$ cat src/rtl/core/sstf_pkg.sv
// Shared types and constants for the shortest-seek-first disk scheduler.
package sstf_pkg;

  localparam int unsigned SLICE_W   = 8;
  localparam int unsigned CFG_W     = 16;
  localparam int unsigned CFG_IDX_W = 4;

  localparam logic [CFG_IDX_W-1:0] CFG_MAX_TRACK     = 4'd0;
  localparam logic [CFG_IDX_W-1:0] CFG_SERVICE_TICKS = 4'd1;

  localparam logic CMD_TICK    = 1'b0;
  localparam logic CMD_REQUEST = 1'b1;

  typedef enum logic [1:0] {
    EV_DONE      = 2'd0,
    EV_BAD_TRACK = 2'd1,
    EV_FULL      = 2'd2
  } event_e;

  // status of the seek unit for one entry against the head
  typedef struct packed {
    logic closer;    // distance below best so far
    logic above;     // entry track above head
    logic on_track;  // entry track equals head
  } seek_flags_t;

endpackage

$ cat src/rtl/core/sstf_ram.sv
// Generic single-write, single-read RAM with registered read data.
module sstf_ram #(
  parameter int unsigned WIDTH = 40,
  parameter int unsigned DEPTH = 16
) (
  input  logic                     clk_i,
  input  logic                     we_i,
  input  logic [$clog2(DEPTH)-1:0] waddr_i,
  input  logic [WIDTH-1:0]         wdata_i,
  input  logic                     re_i,
  input  logic [$clog2(DEPTH)-1:0] raddr_i,
  output logic [WIDTH-1:0]         rdata_o
);

  logic [WIDTH-1:0] mem_q [DEPTH];
  logic [WIDTH-1:0] rdata_q;

  always_ff @(posedge clk_i) begin
    if (we_i) begin
      mem_q[waddr_i] <= wdata_i;
    end
    if (re_i) begin
      rdata_q <= mem_q[raddr_i];
    end
  end

  assign rdata_o = rdata_q;

endmodule

$ cat src/rtl/core/sstf_seek_unit.sv
// Shared seek unit: head-to-track distance and compares.
module sstf_seek_unit #(
  parameter int unsigned TRACK_BITS = 16
) (
  input  logic [TRACK_BITS-1:0] head_i,
  input  logic [TRACK_BITS-1:0] track_i,
  input  logic [TRACK_BITS-1:0] best_dist_i,
  output logic [TRACK_BITS-1:0] dist_o,
  output sstf_pkg::seek_flags_t flags_o
);
  import sstf_pkg::*;

  logic above;

  assign above          = track_i > head_i;
  assign dist_o         = above ? (track_i - head_i) : (head_i - track_i);
  assign flags_o.above    = above;
  assign flags_o.on_track = (track_i == head_i);
  assign flags_o.closer   = dist_o < best_dist_i;

endmodule

$ cat src/rtl/core/sstf_disk_scheduler.sv
// Top level of the shortest-seek-first disk scheduler with a simulated head.
// The block takes one beat at a time on the slave stream: tuser[0] = 0 is a
// tick, 1 is a request with id and track in tdata. A request is checked
// against max_track (bad track wins over full queue) and written to the
// queue RAM as it is accepted. A tick scans all queued entries through one shared
// seek unit, one entry per cycle out of the queue RAM, swaps the nearest
// entry (first strictly smaller distance) into slot 0, then either counts
// its slice down, steps the head one track toward it, or retires it and
// compacts the queue by a read/write sweep. A rejection or a retirement
// takes longer while an earlier result still waits in the output
// register. The scan, the swap and the sweep are shaped by the single read
// and single write port of the queue RAM. The block is not ready while it
// works on a beat. Results go through an output register, so a new beat
// is taken while a result still waits on the master stream.
// There is no clearing pass: queue entries are only read below the count.
module sstf_disk_scheduler #(
  parameter int unsigned QUEUE_DEPTH = 16,
  parameter int unsigned TRACK_BITS  = 16,
  parameter int unsigned ID_BITS     = 16
) (
  input  logic                                   clk_i,
  input  logic                                   rst_ni,
  // slave stream
  input  logic                                   s_axis_tvalid,
  output logic                                   s_axis_tready,
  // tdata: requester_id, track, zero pad
  input  logic [((ID_BITS+TRACK_BITS+7)/8)*8-1:0] s_axis_tdata,
  // tuser: command
  input  logic [0:0]                             s_axis_tuser,
  // master stream
  output logic                                   m_axis_tvalid,
  input  logic                                   m_axis_tready,
  // tdata: requester_id_res, head_track, zero pad
  output logic [((ID_BITS+TRACK_BITS+7)/8)*8-1:0] m_axis_tdata,
  // tuser: event_res
  output logic [1:0]                             m_axis_tuser,
  // configuration writes
  input  logic                                   cfg_we_i,
  input  logic [sstf_pkg::CFG_IDX_W-1:0]         cfg_idx_i,
  input  logic [sstf_pkg::CFG_W-1:0]             cfg_wdata_i
);
  import sstf_pkg::*;

  localparam int unsigned DATA_W = ((ID_BITS + TRACK_BITS + 7) / 8) * 8;
  localparam int unsigned IDX_W  = $clog2(QUEUE_DEPTH);
  localparam int unsigned CNT_W  = $clog2(QUEUE_DEPTH + 1);
  localparam int unsigned WORD_W = ID_BITS + TRACK_BITS + SLICE_W;
  localparam int unsigned TRK_LSB = SLICE_W;
  localparam int unsigned ID_LSB  = SLICE_W + TRACK_BITS;
  localparam int unsigned CMP_W  = (TRACK_BITS > CFG_W) ? TRACK_BITS : CFG_W;

  typedef enum logic [6:0] {
    S_IDLE  = 7'b0000001,
    S_SCAN  = 7'b0000010,
    S_SWAP0 = 7'b0000100,
    S_SWAP1 = 7'b0001000,
    S_SERVE = 7'b0010000,
    S_SHIFT = 7'b0100000,
    S_EMIT  = 7'b1000000
  } state_e;

  state_e state_q, state_d;

  logic [CNT_W-1:0]      count_q, count_d;
  logic [TRACK_BITS-1:0] head_q, head_d;
  logic [CFG_W-1:0]      max_track_q;
  logic [SLICE_W-1:0]    service_q;

  // scan / shift sweep: shared index and one-deep read pipeline
  logic [CNT_W-1:0]      idx_q, idx_d;
  logic                  pend_q, pend_d;
  logic [IDX_W-1:0]      pend_idx_q, pend_idx_d;

  logic [IDX_W-1:0]      best_idx_q, best_idx_d;
  logic [TRACK_BITS-1:0] best_dist_q, best_dist_d;
  logic [WORD_W-1:0]     best_word_q, best_word_d;
  logic [WORD_W-1:0]     first_word_q, first_word_d;

  event_e                res_event_q, res_event_d;
  logic [ID_BITS-1:0]    res_id_q, res_id_d;

  logic                  out_valid_q, out_valid_d;
  event_e                out_event_q, out_event_d;
  logic [ID_BITS-1:0]    out_id_q, out_id_d;
  logic [TRACK_BITS-1:0] out_head_q, out_head_d;

  // input beat fields
  logic                  in_cmd;
  logic [ID_BITS-1:0]    in_id;
  logic [TRACK_BITS-1:0] in_track;
  logic                  in_fire;
  logic                  bad_track;
  logic                  queue_full;

  assign in_cmd   = s_axis_tuser[0];
  assign in_id    = s_axis_tdata[ID_BITS-1:0];
  assign in_track = s_axis_tdata[ID_BITS +: TRACK_BITS];
  assign s_axis_tready = (state_q == S_IDLE);
  assign in_fire  = s_axis_tvalid && s_axis_tready;
  assign bad_track  = CMP_W'(in_track) > CMP_W'(max_track_q);
  assign queue_full = (count_q == CNT_W'(QUEUE_DEPTH));

  // queue RAM
  logic              ram_we, ram_re;
  logic [IDX_W-1:0]  ram_waddr, ram_raddr;
  logic [WORD_W-1:0] ram_wdata, ram_rdata;

  sstf_ram #(
    .WIDTH(WORD_W),
    .DEPTH(QUEUE_DEPTH)
  ) u_queue (
    .clk_i  (clk_i),
    .we_i   (ram_we),
    .waddr_i(ram_waddr),
    .wdata_i(ram_wdata),
    .re_i   (ram_re),
    .raddr_i(ram_raddr),
    .rdata_o(ram_rdata)
  );

  // shared seek unit: RAM output while scanning, slot 0 candidate when serving
  logic [TRACK_BITS-1:0] seek_track;
  logic [TRACK_BITS-1:0] seek_dist;
  seek_flags_t           seek_flags;

  assign seek_track = (state_q == S_SERVE) ? best_word_q[TRK_LSB +: TRACK_BITS]
                                           : ram_rdata[TRK_LSB +: TRACK_BITS];

  sstf_seek_unit #(
    .TRACK_BITS(TRACK_BITS)
  ) u_seek (
    .head_i     (head_q),
    .track_i    (seek_track),
    .best_dist_i(best_dist_q),
    .dist_o     (seek_dist),
    .flags_o    (seek_flags)
  );

  logic issue;
  assign issue = idx_q < count_q;

  always_comb begin
    state_d      = state_q;
    count_d      = count_q;
    head_d       = head_q;
    idx_d        = idx_q;
    pend_d       = 1'b0;
    pend_idx_d   = pend_idx_q;
    best_idx_d   = best_idx_q;
    best_dist_d  = best_dist_q;
    best_word_d  = best_word_q;
    first_word_d = first_word_q;
    res_event_d  = res_event_q;
    res_id_d     = res_id_q;
    ram_we       = 1'b0;
    ram_waddr    = '0;
    ram_wdata    = best_word_q;
    ram_re       = 1'b0;
    ram_raddr    = idx_q[IDX_W-1:0];

    out_valid_d = out_valid_q && !m_axis_tready;
    out_event_d = out_event_q;
    out_id_d    = out_id_q;
    out_head_d  = out_head_q;

    case (state_q)
      S_IDLE: begin
        if (in_fire) begin
          if (in_cmd == CMD_REQUEST) begin
            if (bad_track || queue_full) begin
              res_event_d = bad_track ? EV_BAD_TRACK : EV_FULL;
              res_id_d    = in_id;
              state_d     = S_EMIT;
            end else begin
              ram_we    = 1'b1;
              ram_waddr = count_q[IDX_W-1:0];
              ram_wdata = {in_id, in_track, service_q};
              count_d   = count_q + CNT_W'(1);
            end
          end else if (count_q != '0) begin
            idx_d   = '0;
            state_d = S_SCAN;
          end
        end
      end

      S_SCAN: begin
        if (issue) begin
          ram_re     = 1'b1;
          idx_d      = idx_q + CNT_W'(1);
          pend_d     = 1'b1;
          pend_idx_d = idx_q[IDX_W-1:0];
        end
        if (pend_q) begin
          if (pend_idx_q == '0) begin
            best_idx_d   = '0;
            best_dist_d  = seek_dist;
            best_word_d  = ram_rdata;
            first_word_d = ram_rdata;
          end else if (seek_flags.closer) begin
            best_idx_d  = pend_idx_q;
            best_dist_d = seek_dist;
            best_word_d = ram_rdata;
          end
        end
        if (!issue && !pend_q) begin
          state_d = (best_idx_q != '0) ? S_SWAP0 : S_SERVE;
        end
      end

      S_SWAP0: begin
        ram_we    = 1'b1;
        ram_waddr = '0;
        ram_wdata = best_word_q;
        state_d   = S_SWAP1;
      end

      S_SWAP1: begin
        ram_we    = 1'b1;
        ram_waddr = best_idx_q;
        ram_wdata = first_word_q;
        state_d   = S_SERVE;
      end

      S_SERVE: begin
        if (seek_flags.on_track) begin
          if (best_word_q[SLICE_W-1:0] != '0) begin
            ram_we    = 1'b1;
            ram_waddr = '0;
            ram_wdata = {best_word_q[WORD_W-1:SLICE_W],
                         best_word_q[SLICE_W-1:0] - SLICE_W'(1)};
            state_d   = S_IDLE;
          end else begin
            res_event_d = EV_DONE;
            res_id_d    = best_word_q[ID_LSB +: ID_BITS];
            idx_d       = CNT_W'(1);
            state_d     = S_SHIFT;
          end
        end else begin
          head_d  = seek_flags.above ? (head_q + TRACK_BITS'(1))
                                     : (head_q - TRACK_BITS'(1));
          state_d = S_IDLE;
        end
      end

      S_SHIFT: begin
        // read entry i, write it to i-1 when its read data comes back
        if (issue) begin
          ram_re     = 1'b1;
          idx_d      = idx_q + CNT_W'(1);
          pend_d     = 1'b1;
          pend_idx_d = idx_q[IDX_W-1:0];
        end
        if (pend_q) begin
          ram_we    = 1'b1;
          ram_waddr = pend_idx_q - IDX_W'(1);
          ram_wdata = ram_rdata;
        end
        if (!issue && !pend_q) begin
          count_d = count_q - CNT_W'(1);
          state_d = S_EMIT;
        end
      end

      S_EMIT: begin
        if (!out_valid_q || m_axis_tready) begin
          out_valid_d = 1'b1;
          out_event_d = res_event_q;
          out_id_d    = res_id_q;
          out_head_d  = head_q;
          state_d     = S_IDLE;
        end
      end

      default: begin
        state_d = S_IDLE;
      end
    endcase
  end

  always_ff @(posedge clk_i or negedge rst_ni) begin
    if (!rst_ni) begin
      state_q     <= S_IDLE;
      count_q     <= '0;
      head_q      <= '0;
      max_track_q <= CFG_W'(1023);
      service_q   <= SLICE_W'(10);
      idx_q       <= '0;
      pend_q      <= 1'b0;
      out_valid_q <= 1'b0;
    end else begin
      state_q     <= state_d;
      count_q     <= count_d;
      head_q      <= head_d;
      idx_q       <= idx_d;
      pend_q      <= pend_d;
      out_valid_q <= out_valid_d;
      if (cfg_we_i) begin
        case (cfg_idx_i)
          CFG_MAX_TRACK:     max_track_q <= cfg_wdata_i;
          CFG_SERVICE_TICKS: service_q   <= cfg_wdata_i[SLICE_W-1:0];
          default:           ;
        endcase
      end
    end
  end

  always_ff @(posedge clk_i) begin
    pend_idx_q   <= pend_idx_d;
    best_idx_q   <= best_idx_d;
    best_dist_q  <= best_dist_d;
    best_word_q  <= best_word_d;
    first_word_q <= first_word_d;
    res_event_q  <= res_event_d;
    res_id_q     <= res_id_d;
    out_event_q  <= out_event_d;
    out_id_q     <= out_id_d;
    out_head_q   <= out_head_d;
  end

  assign m_axis_tvalid = out_valid_q;
  assign m_axis_tdata  = DATA_W'({out_head_q, out_id_q});
  assign m_axis_tuser  = out_event_q;

  // queue never overfills
  assert property (@(posedge clk_i) disable iff (!rst_ni)
    count_q <= CNT_W'(QUEUE_DEPTH))
    else $error("queue count above depth");

  // count moves by at most one per cycle
  assert property (@(posedge clk_i) disable iff (!rst_ni)
    (count_q != $past(count_q)) |->
      (count_q == $past(count_q) + CNT_W'(1)) ||
      (count_q == $past(count_q) - CNT_W'(1)))
    else $error("queue count jumped");

  // head steps one track at a time
  assert property (@(posedge clk_i) disable iff (!rst_ni)
    (head_q != $past(head_q)) |->
      (head_q == $past(head_q) + TRACK_BITS'(1)) ||
      (head_q == $past(head_q) - TRACK_BITS'(1)))
    else $error("head moved more than one track");

  // a bad-track request goes straight to the result stage
  assert property (@(posedge clk_i) disable iff (!rst_ni)
    (in_fire && in_cmd == CMD_REQUEST && bad_track) |=> (state_q == S_EMIT))
    else $error("bad-track request not rejected");

endmodule

$ cat config.mk
export PLATFORM = sky130hd
export DESIGN_NAME = sstf_disk_scheduler
export DESIGN_NICKNAME = d
export VERILOG_FILES = /design/src/rtl/core/sstf_pkg.sv /design/src/rtl/core/sstf_ram.sv /design/src/rtl/core/sstf_seek_unit.sv /design/src/rtl/core/sstf_disk_scheduler.sv
export SDC_FILE = /design/constraint.sdc
export NUM_CORES = 1
export LEC_CHECK = 0
export BUFFER_PORTS_ARGS = -buffer_cell sky130_fd_sc_hd__buf_2
export CAP_MARGIN = 20
export CORE_UTILIZATION = 45
export DETAILED_ROUTE_END_ITERATION = 6
export GPL_TIMING_DRIVEN = 0
export MAX_ROUTING_LAYER = met4
export PLACE_DENSITY = 0.59
export SLEW_MARGIN = 5
export SYNTH_ARGS = -nofsm -noshare
export SYNTH_HDL_FRONTEND = slang
export SYNTH_SLANG_ARGS = --single-unit
export TNS_END_PERCENT = 30
$ cat constraint.sdc
create_clock -name clk_i -period 7.5 [get_ports clk_i]
set_clock_uncertainty 0.05 [all_clocks]
set_input_delay 1.5 -clock clk_i [delete_from_list [all_inputs] [get_ports clk_i]]
set_output_delay 1.5 -clock clk_i [all_outputs]
set_load 0.01 [all_outputs]
Word level (Yosys, flattened, before mapping)
Memories as Yosys holds them, arrays and structs flattened. A register that Yosys moved wholly into a read port is not among the register bits.
Index checks and enable logic that the tools add are counted.
W data, S select, Z words.

storage, ports and cells
  bits in registers = 215
  memory bits (writable) = 640
  input port bits = 58
  output and inout port bits = 36
  logic and storage cells = 157
  memories = 1

memory list
  name           words  bits a word  read ports  clocked after memory_dff  write ports  RTL line        source
  u_queue.mem_q  16     40           1           1                         1            sstf_ram.sv:15  logic [WIDTH-1:0] mem_q [DEPTH];

operators by class
  add/sub/neg operators = 9
  magnitude comparators = 4
  equal/unequal tests = 24
  muxes and demuxes = 69
  bitwise gates (word level) = 1
  reductions and logical operators = 31

operators by type and width
  cell                     number
  $mux W40                 6
  $mux W16                 10
  $pmux W40 S4             1
  $mux W7                  8
  $mux W5                  11
  $pmux W7 S7              1
  $gt A16 B16 Y1           2
  $pmux W16 S2             1
  $sub A16 B16 Y16         2
  $mux W4                  5
  $add A16 B1 Y16 const B  1
  $eq A16 B16 Y1           1
  $lt A16 B16 Y1           1
  $mux W8                  2
  $sub A16 B1 Y16 const B  1
  $pmux W5 S3              1
  $ne A2 B2 Y1 const B     7
  $mux W1                  12
  $mux W2                  6
  $pmux W4 S3              1
  $reduce_and A6 Y1        2
  $add A5 B1 Y5 const B    2
  $ne A2 B1 Y1 const B     5
  $pmux W5 S2              1
  33 further kinds         48

Depth between registers and ports, before layout
Gate-level depths: netlist of the first run.

  word-level depth = 8
  gate-level depth with buffers = 26
  gate-level depth less buffers = 24

Hierarchy
From an unflattened synthesis of the first run, not the netlist that was laid out.

unflattened totals
  cell total of the unflattened synthesis = 2228
  area total of the unflattened synthesis = 38014.0 um^2

modules (own cells, without submodules)
  module               instances  cells an instance  area an instance (um^2)  seq. area each (um^2)
  sstf_ram             1          1040               25530.7                  20419.6
  sstf_disk_scheduler  1          909                10501.3                  6177.2
  sstf_seek_unit       1          279                1981.9                   0.0

Worst setup path before layout of the first run
OpenSTA, ideal clock, no wires.

  path type = flip-flop to flip-flop
  start point = reg state_q[5]
  end point = reg best_dist_q[0], enable pin
  library setup time = 0.415 ns
  arrival time = 6.705 ns
  required time = 7.035 ns
  slack = 0.330 ns
  cell stages (with the launch flop) = 26
  buffers on the path = 4
  period minus slack after synthesis = 7.170 ns
  path through = dfrtp_1 nor4_1 nand3_1 clkbuf_1 clkbuf_1 nand2_1 nand2_1 ha_1 buf_2 nand4_1 or4_1 nand2_1 o22ai_1 nor2_4 buf_2 a21oi_1 xor2_1 ha_1 a21o_1 a2111oi_0 a21oi_1 a211o_1 a211oi_1 o21ai_0 a21oi_1 o211a_1

between the ends
  cells in the longest elaborated chain, start to end = 7
  elaborated cells between the ends (all ways) = 10
  those cells by class = 2 x add/sub; 2 x order compare; 2 x eq/ne; 2 x mux; 2 x reduce/logical

ends and longest elaborated chain
  item                                                RTL line                                    source
  start, declared                                     sstf_disk_scheduler.sv:62                   state_e state_q, state_d;
  start signal, assigned                              sstf_disk_scheduler.sv:292                  state_q <= state_d;
  $eq A7 B5 Y1 *                                      sstf_disk_scheduler.sv:126                  assign seek_track = (state_q == S_SERVE) ? best_word_q[TRK_LSB +: TRACK_BITS]
  $mux W16 *                                          sstf_disk_scheduler.sv:126
  $sub A16 B16 Y16 or $gt A16 B16 Y1 (tied branches)  sstf_seek_unit.sv:16, sstf_seek_unit.sv:15
  $mux W16 *                                          sstf_seek_unit.sv:16                        assign dist_o = above ? (track_i - head_i) : (head_i - track_i);
  named net seek_dist[4]                              sstf_disk_scheduler.sv:123                  logic [TRACK_BITS-1:0] seek_dist;
  $lt A16 B16 Y1 *                                    sstf_seek_unit.sv:19                        assign flags_o.closer = dist_o < best_dist_i;
  $reduce_bool A2 Y1 (no source line) *               n/a
  $reduce_and A3 Y1 (no source line) *                n/a
  end signal, assigned                                sstf_disk_scheduler.sv:311                  best_dist_q <= best_dist_d;
  end, declared                                       sstf_disk_scheduler.sv:75                   logic [TRACK_BITS-1:0] best_dist_q, best_dist_d;

The timed path passes the listed nets; every way through them passes the cells marked *.
A chain may end at the register's enable or synchronous reset.

Final worst setup path of the first run
  start point = reg state_q[5]
  end point = reg best_word_q[7], enable pin

between the ends
  cells in the longest elaborated chain, start to end = 7
  elaborated cells between the ends (all ways) = 10
  those cells by class = 2 x add/sub; 2 x order compare; 2 x eq/ne; 2 x mux; 2 x reduce/logical

ends and longest elaborated chain
  item                                                RTL line                                    source
  $eq A7 B5 Y1 *                                      sstf_disk_scheduler.sv:126
  $mux W16 *                                          sstf_disk_scheduler.sv:126
  $sub A16 B16 Y16 or $gt A16 B16 Y1 (tied branches)  sstf_seek_unit.sv:16, sstf_seek_unit.sv:15
  $mux W16 *                                          sstf_seek_unit.sv:16
  named net seek_dist[4]                              sstf_disk_scheduler.sv:123
  $lt A16 B16 Y1 *                                    sstf_seek_unit.sv:19
  $reduce_bool A2 Y1 (no source line) *               n/a
  $reduce_and A3 Y1 (no source line) *                n/a
  end signal, assigned                                sstf_disk_scheduler.sv:312                  best_word_q <= best_word_d;
  end, declared                                       sstf_disk_scheduler.sv:76                   logic [WORD_W-1:0] best_word_q, best_word_d;

Marked as above.

==> impl_metrics.toml, run 1 <==
[status]
status = "finished, final reports clean"

[synthesis]
seq_area_frac_synth_pct = 71.41
synth_edf_count = 836
yosysTopAreaCell = "edfxtp_1"
avgSynthCellArea_um2 = 17.83
mappedNetlistArea_um2 = 37240
ys_types = 73
async_flop_share_pct = 6.592
yosysMostFrequentCell = "edfxtp_1"
synth_area_leaders = "edfxtp_1 (67%), mux4_2 (12%), dfrtp_1 (3.1%)"
syn-num-nets = 2237
synth-seq-cells = 895
yosysTopAreaCellShare_pct = 67.40
synth_warnings = 0
ys.flop_type = "edfxtp_1"
synth_top_cells_by_count = "edfxtp_1 (836), nand2_1 (226), mux4_2 (200)"
synth_cells = 2089

[clocking]
clkSinkCount = 895
ctsHoldBuffers = 0
htreeDepth = 3
cts.reportedPaths.clkPinSlew_ps = 60
clk_latency_ps = 660
cts_buffers = 93
cts_tree = "built"
root_buffer = "clkbuf_16"
cts_buffer_depth = 3

[sta]
setup_tns_ps = 0
slew_violations = 0
fmax_ghz = 0.1403
finalSetupViolCount = 0
rsz0062_at_grt = "no"
min_period_ps = 7127
finalCritPeriodShare_pct = 95.03
relSlewSlack_pct = 18.47
holdWs_ps = 367.9
worst_slew_pin_slew_ps = 1223
hold_violations = 0

[run]
maxCapViolCount = 0

[final_layout]
nFillCells = 6537
nets = 2505
fin_cells = 3507
drive_gt1_share_pct = 24.58
multiInputGateArea_um2 = 10190
syn_to_final_growth_pct = 17.26
register_area_um2 = 26600

[critical_path]
criticalPathCategory = "flip-flop to flip-flop"
crit_top_cell = "buf_4"
slowest_delay_ps = 460
arrival_ps = 7420
worstPathRequired_ps = 7790
cp_slowest_cell = "dfrtp_1"
crit_path_start_kind = "flip-flop"
cp-end-kind = "flip-flop"
critPathMaxFanout = 11

[global_routing]
track_usage_pct = 25.83
antenna_found_initial = 2
grt_pass1_wl_mm = 148.6
grt_pass1_vias = 21493
grt_max_degree = 54
globalRouteOverflowTotal = 0
use_met3_pct = 4.458
grt-busiest-layer = "met2"
grt_util_met2_pct = 39.64
grt_util_met1_pct = 35.25

[drt]
vias = 21070
first_pass_iters = 7
drt_iter0_markers = 2150
antenna_left = 0
drcViolationCount = 0
wire_per_inst_um = 29.34
via_per_inst = 6.008
wl_mm = 102.9

[floorplan]
rows = 105
die_area_um2 = 83920
die_w_um = 289.7
start_util_pct = 45.43
die_h_um = 289.7
core_area_um2 = 81980
io_pins = 94

[power]
p_per_area_nw_per_um2 = 336.2
swShare_pct = 29.60
switchingPower_mw = 4.345
p_seq_share_pct = 44.6
ir_worst_vdd_v = 0.0002031
p_comb_share_pct = 24.4
p_clk_share_pct = 30.9
power.total_mw = 14.68
p_int_mw = 10.34
leakagePower_nw = 14.76

[place]
gp_congestion = 0.9065
io_buffers = 93
dp_cells = 3309
dpl.hpwl_mm = 67.66

[worst_hold_path]
hold_class = "flip-flop to flip-flop"
## cell type report
type,count,area share (%)
inverters,83,0.7133
diodes,4,0.02292
clock inverters,53,1.232
repair buffers,177,4.180
multi-input cells,1020,23.34
plain buffers,87,0.8652
flip-flops and latches,895,60.90
clock buffers,118,5.684
well taps,1070,3.065
## logic make-up after synthesis
kind of cell	count (synthesis)	share of synthesized area, %
adders and majority gates	90	3.104
xor gates and xnor gates	40	0.9406
and+or+nand+nor	382	4.599
AOI/OAI and AO/OA	283	5.291
muxes	225	12.81
DFF	895	71.41
buffers and inverters	174	1.844
## metal layers
layer / wire, µm / part of all wire (%) / up-vias
met5: 0 / 0 / -
met3: 8484 / 8.2 / 218
met2: 48750 / 47 / 1003
li1: - / - / 8908
met4: 3557 / 3.5 / 0
met1: 42090 / 41 / 10941
## placed cells by master (no fill, tap or decap), types with 8 or more instances in the layout
master,n
buf_1,11
ha_1,85
xnor2_1,22
nor2_1,36
buf_6,8
a211oi_1,11
buf_4,25
mux4_2,200
edfxtp_1,836
a21o_1,22
nand4_1,10
mux2_2,13
nand2_1,221
nor2_4,17
xor2_1,18
inv_1,81
mux2i_1,12
a21oi_1,52
a222oi_1,18
dfrtp_1,46
buf_16,8
nand2b_1,12
clkbuf_16,96
dfstp_2,13
nor3_1,13
clkinv_2,16
a22o_1,13
buf_2,101
clkinv_1,22
buf_12,31
a221o_1,18
clkbuf_1,80
nand3_1,14
o21ai_0,74
buf_8,17
## what timing repair did
item,CTS,global route
cloned,1,3
endpoints found under the setup margin,65,60
resized for setup,20,14
pin swaps,4,3
buffers inserted,7,7
## per-stage QoR
stage / worst slack, ps / utilization, % / cell area (µm²)
floorplan: 329.8 / - / 37240
global placement: -3411 / 47.63 / 39050
detailed placement: -1553 / 49.08 / 40240
CTS: 13.76 / 52.94 / 43400
global route: 0.07727 / 53.27 / 43670
finish: 372.9 / 53.28 / 43670
## power groups by stage
stage	registers, mW	clock network (mW)	logic [mW]
2_1_floorplan	6.60	0	2.23
3_3_place_gp	6.66	0	3.21
3_5_place_dp	6.65	0	3.46
4_1_cts	6.55	4.61	3.51
5_1_grt	6.57	4.80	3.89
6_report	6.55	4.54	3.59
## flip-flops by register name, indices dropped and copies added, names as in the netlist, 4 cells and up
| name | cells |
|---|---|
| u_queue.mem_q | 640 |
| best_word_q | 40 |
| first_word_q | 40 |
| u_queue.rdata_o | 40 |
| best_dist_q | 16 |
| head_q | 16 |
| max_track_q | 16 |
| out_head_q | 16 |
| out_id_q | 16 |
| res_id_q | 16 |
| service_q | 8 |
| state_q | 7 |
| count_q | 5 |
| idx_q | 5 |
| best_idx_q | 4 |
| pend_idx_q | 4 |
## critical path, delay by kind of cell (launching register included)
kind | cells | cell delay (ps)
adder cells (fa/ha/maj) | 2 | 620
AND/OR/NAND/NOR | 9 | 1790
XOR/XNOR | 1 | 240
flip-flops | 1 | 460
buffers and inverters | 8 | 1590
AO/OA/AOI/OAI | 10 | 2040
## worst paths after layout
path | from | cells after the start | to | slack (ps)
min in group asynchronous | rst_ni | 1 | head_q[11]$_DFFE_PN0P_ | 620
max in group asynchronous | rst_ni | 2 | service_q[3]$_DFFE_PN1P_ | 6160
max reg2reg | state_q[5]$_DFFE_PN0P_ | 30 | best_word_q[7]$_DFFE_PP_ | 370
min | res_id_q[5]$_DFFE_PP_ | 0 | out_id_q[5]$_DFFE_PP_ | 370
max | state_q[5]$_DFFE_PN0P_ | 30 | best_word_q[7]$_DFFE_PP_ | 370
min reg2reg | res_id_q[5]$_DFFE_PP_ | 0 | out_id_q[5]$_DFFE_PP_ | 370
No activity file was read; power rests on OpenSTA's default activity.
==> inputs of run 2 (changes only) <==
--- a/config.mk
+++ b/config.mk
@@ -15,5 +15,6 @@
 export SLEW_MARGIN = 5
 export SYNTH_ARGS = -nofsm -noshare
 export SYNTH_HDL_FRONTEND = slang
+export SYNTH_HIERARCHICAL = 1
 export SYNTH_SLANG_ARGS = --single-unit
 export TNS_END_PERCENT = 30
==> run 2 against run 1 <==
Die area grew 2.1%. Flip-flop and latch count is the same. First-iteration DRC count shrank 13%. Global-route usage shrank 1.1 points. Hold slack lost 0.61 ps. Power shrank 2.8%. Wire length shrank 0.79%. Clock power grew 4.4%. Largest cell class unchanged. Via count grew 4.0%. Largest power group unchanged. Critical path depth shrank 3. Core utilization shrank 0.46 points.
==> impl_metrics.toml, run 2 <==
[sta]
rsz0062_at_grt = "no"
finalCritPeriodShare_pct = 94.01
hold_violations = 0
fmax_ghz = 0.1418
fin_ws_ps = 449.0
holdWs_ps = 367.3
worst_slew_pin_slew_ps = 1162
slew_violations = 0
finalSetupViolCount = 0
min_period_ps = 7051
relSlewSlack_pct = 22.52

[synthesis]
synth_edf_count = 836
seq_area_frac_synth_pct = 69.97
syn-num-nets = 2376
mappedNetlistArea_um2 = 38010
synth_area_leaders = "edfxtp_1 (66%), mux4_2 (5.9%), mux4_1 (4.1%)"
yosysMostFrequentCell = "edfxtp_1"
ys.flop_type = "edfxtp_1"
yosysTopAreaCellShare_pct = 66.04
yosysTopAreaCell = "edfxtp_1"
synth_cells = 2228
async_flop_share_pct = 6.592
synth-seq-cells = 895
synth_warnings = 6
avgSynthCellArea_um2 = 17.06
synth_top_cells_by_count = "edfxtp_1 (836), nand2_1 (251), mux4_2 (100)"
ys_types = 85

[global_routing]
antenna_found_initial = 2
globalRouteOverflowTotal = 0
grt_pass1_vias = 21810
grt_pass1_wl_mm = 148.2
track_usage_pct = 24.74
grt_max_degree = 60

[final_layout]
nets = 2627
largest_reg_flops = 640
top_register = "u_queue/mem_q"
nFillCells = 6649
syn_to_final_growth_pct = 16.27
mostFrequentLayoutCells = "edfxtp_1 (836), nand2_1 (251), buf_2 (116)"
drive_gt1_share_pct = 20.00
layout_commonest_cell = "edfxtp_1"

[power]
p_per_area_nw_per_um2 = 322.8
leakagePower_nw = 15.35
ir_worst_vdd_v = 0.0001952

[clocking]
htreeDepth = 3
ctsHoldBuffers = 0
cts_buffers = 94
clkSinkCount = 895
clk_latency_ps = 670
root_buffer = "clkbuf_16"
cts.reportedPaths.clkPinSlew_ps = 60
cts_tree = "built"
cts_buffer_depth = 3

[critical_path]
cp-end-kind = "flip-flop"
slowest_delay_ps = 420
cp_slowest_cell = "dfrtp_1"
criticalPathCategory = "flip-flop to flip-flop"
critPathMaxFanout = 42
crit_path_start_kind = "flip-flop"
worstPathRequired_ps = 7770
arrival_ps = 7320

[drt]
wire_per_inst_um = 27.62
drcViolationCount = 0
vias = 21914
via_per_inst = 5.931
antenna_left = 0
wl_mm = 102.1
first_pass_iters = 6
drt_iter0_markers = 1881

[floorplan]
io_pins = 94
core_area_um2 = 83690
die_area_um2 = 85640
die_h_um = 292.6
start_util_pct = 45.42
die_w_um = 292.6
rows = 106

[worst_hold_path]
hold_class = "flip-flop to flip-flop"

[place]
io_buffers = 93
preCtsSetupSlack_ps = -1284
dpl.hpwl_mm = 67.95
gp_congestion = 0.8976

[status]
status = "finished, final reports clean"

[run]
maxCapViolCount = 0
-- run 2: repair_timing --
action,in CTS,in global routing
pin swaps,2,0
hold endpoints to repair,0,0
setup buffers,2,3
setup endpoints to repair,67,43
gates resized for setup,5,1
-- run 2: layout make-up --
cell class,count,area (µm²),share of cell area (%)
Inverter,87,326.6,0.7389
Timing Repair Buffer,156,1454,3.289
Clock inverter,60,684.4,1.548
Sequential cell,895,26600,60.18
Antenna cell,1,2.502,0.005662
Clock buffer,117,2459,5.563
Tap cell,1134,1419,3.210
Multi-Input combinational cell,1135,10560,23.90
Buffer,110,693.2,1.568
-- run 2: critical path, delay by kind of cell, from the launching register on --
kind | cells | cell delay, ps
compound gates | 11 | 2460
buf+inv | 6 | 1610
simple gates | 7 | 1230
fa+ha+maj | 2 | 530
flops | 1 | 420
mux | 1 | 350
-- run 2: cell families after synthesis --
logic type	share of synthesized area (%)
flops	69.97
simple gates	4.970
compound gates	6.685
mux	11.87
buf+inv	2.659
fa+ha+maj	3.041
xor+xnor	0.8064
-- run 2: layer usage --
metal  global-route usage, %  wire length (µm)  up-vias
met5                       -                 0        -
met4                   7.074              2805        0
met3                   3.862              6937      186
met2                   40.50             50650      897
met1                   32.14             41680    11445
li1                        -                 -     9386
-- run 2: through the flow --
stage	std cells	instance area, µm²	total power, mW	setup TNS [ps]	util [%]
global route	3695	44200	14.83	0	52.81
CTS	3690	44160	14.37	0	52.76
floorplan	2228	38010	8.570	0	-
finish	3695	44200	14.27	0	52.81
global placement	3455	39900	9.507	-2330730	47.68
detailed placement	3512	40990	9.647	-73680	48.98
-- run 2: worst paths after layout --
check                      slack, ps  cells past startpoint                         to                    from
setup / recovery                 450                     27  best_dist_q[10]$_DFFE_PP_  state_q[5]$_DFFE_PN0P_
hold / removal                   370                      0      out_id_q[8]$_DFFE_PP_   res_id_q[8]$_DFFE_PP_
setup reg to reg                 450                     27  best_dist_q[10]$_DFFE_PP_  state_q[5]$_DFFE_PN0P_
hold reg to reg                  370                      0      out_id_q[8]$_DFFE_PP_   res_id_q[8]$_DFFE_PP_
max in group asynchronous       5980                      1      head_q[6]$_DFFE_PN0P_                  rst_ni
min in group asynchronous        900                      1     count_q[4]$_DFFE_PN0P_                  rst_ni
-- run 2: power breakdown --
part	total, mW	leakage [nW]	internal (mW)	switching, mW
combinational	3.49	5.54	1.53	1.96
clock	4.74	1.54	2.76	1.97
sequential	6.05	8.27	5.91	0.138
total	14.3	15.3	10.2	4.07
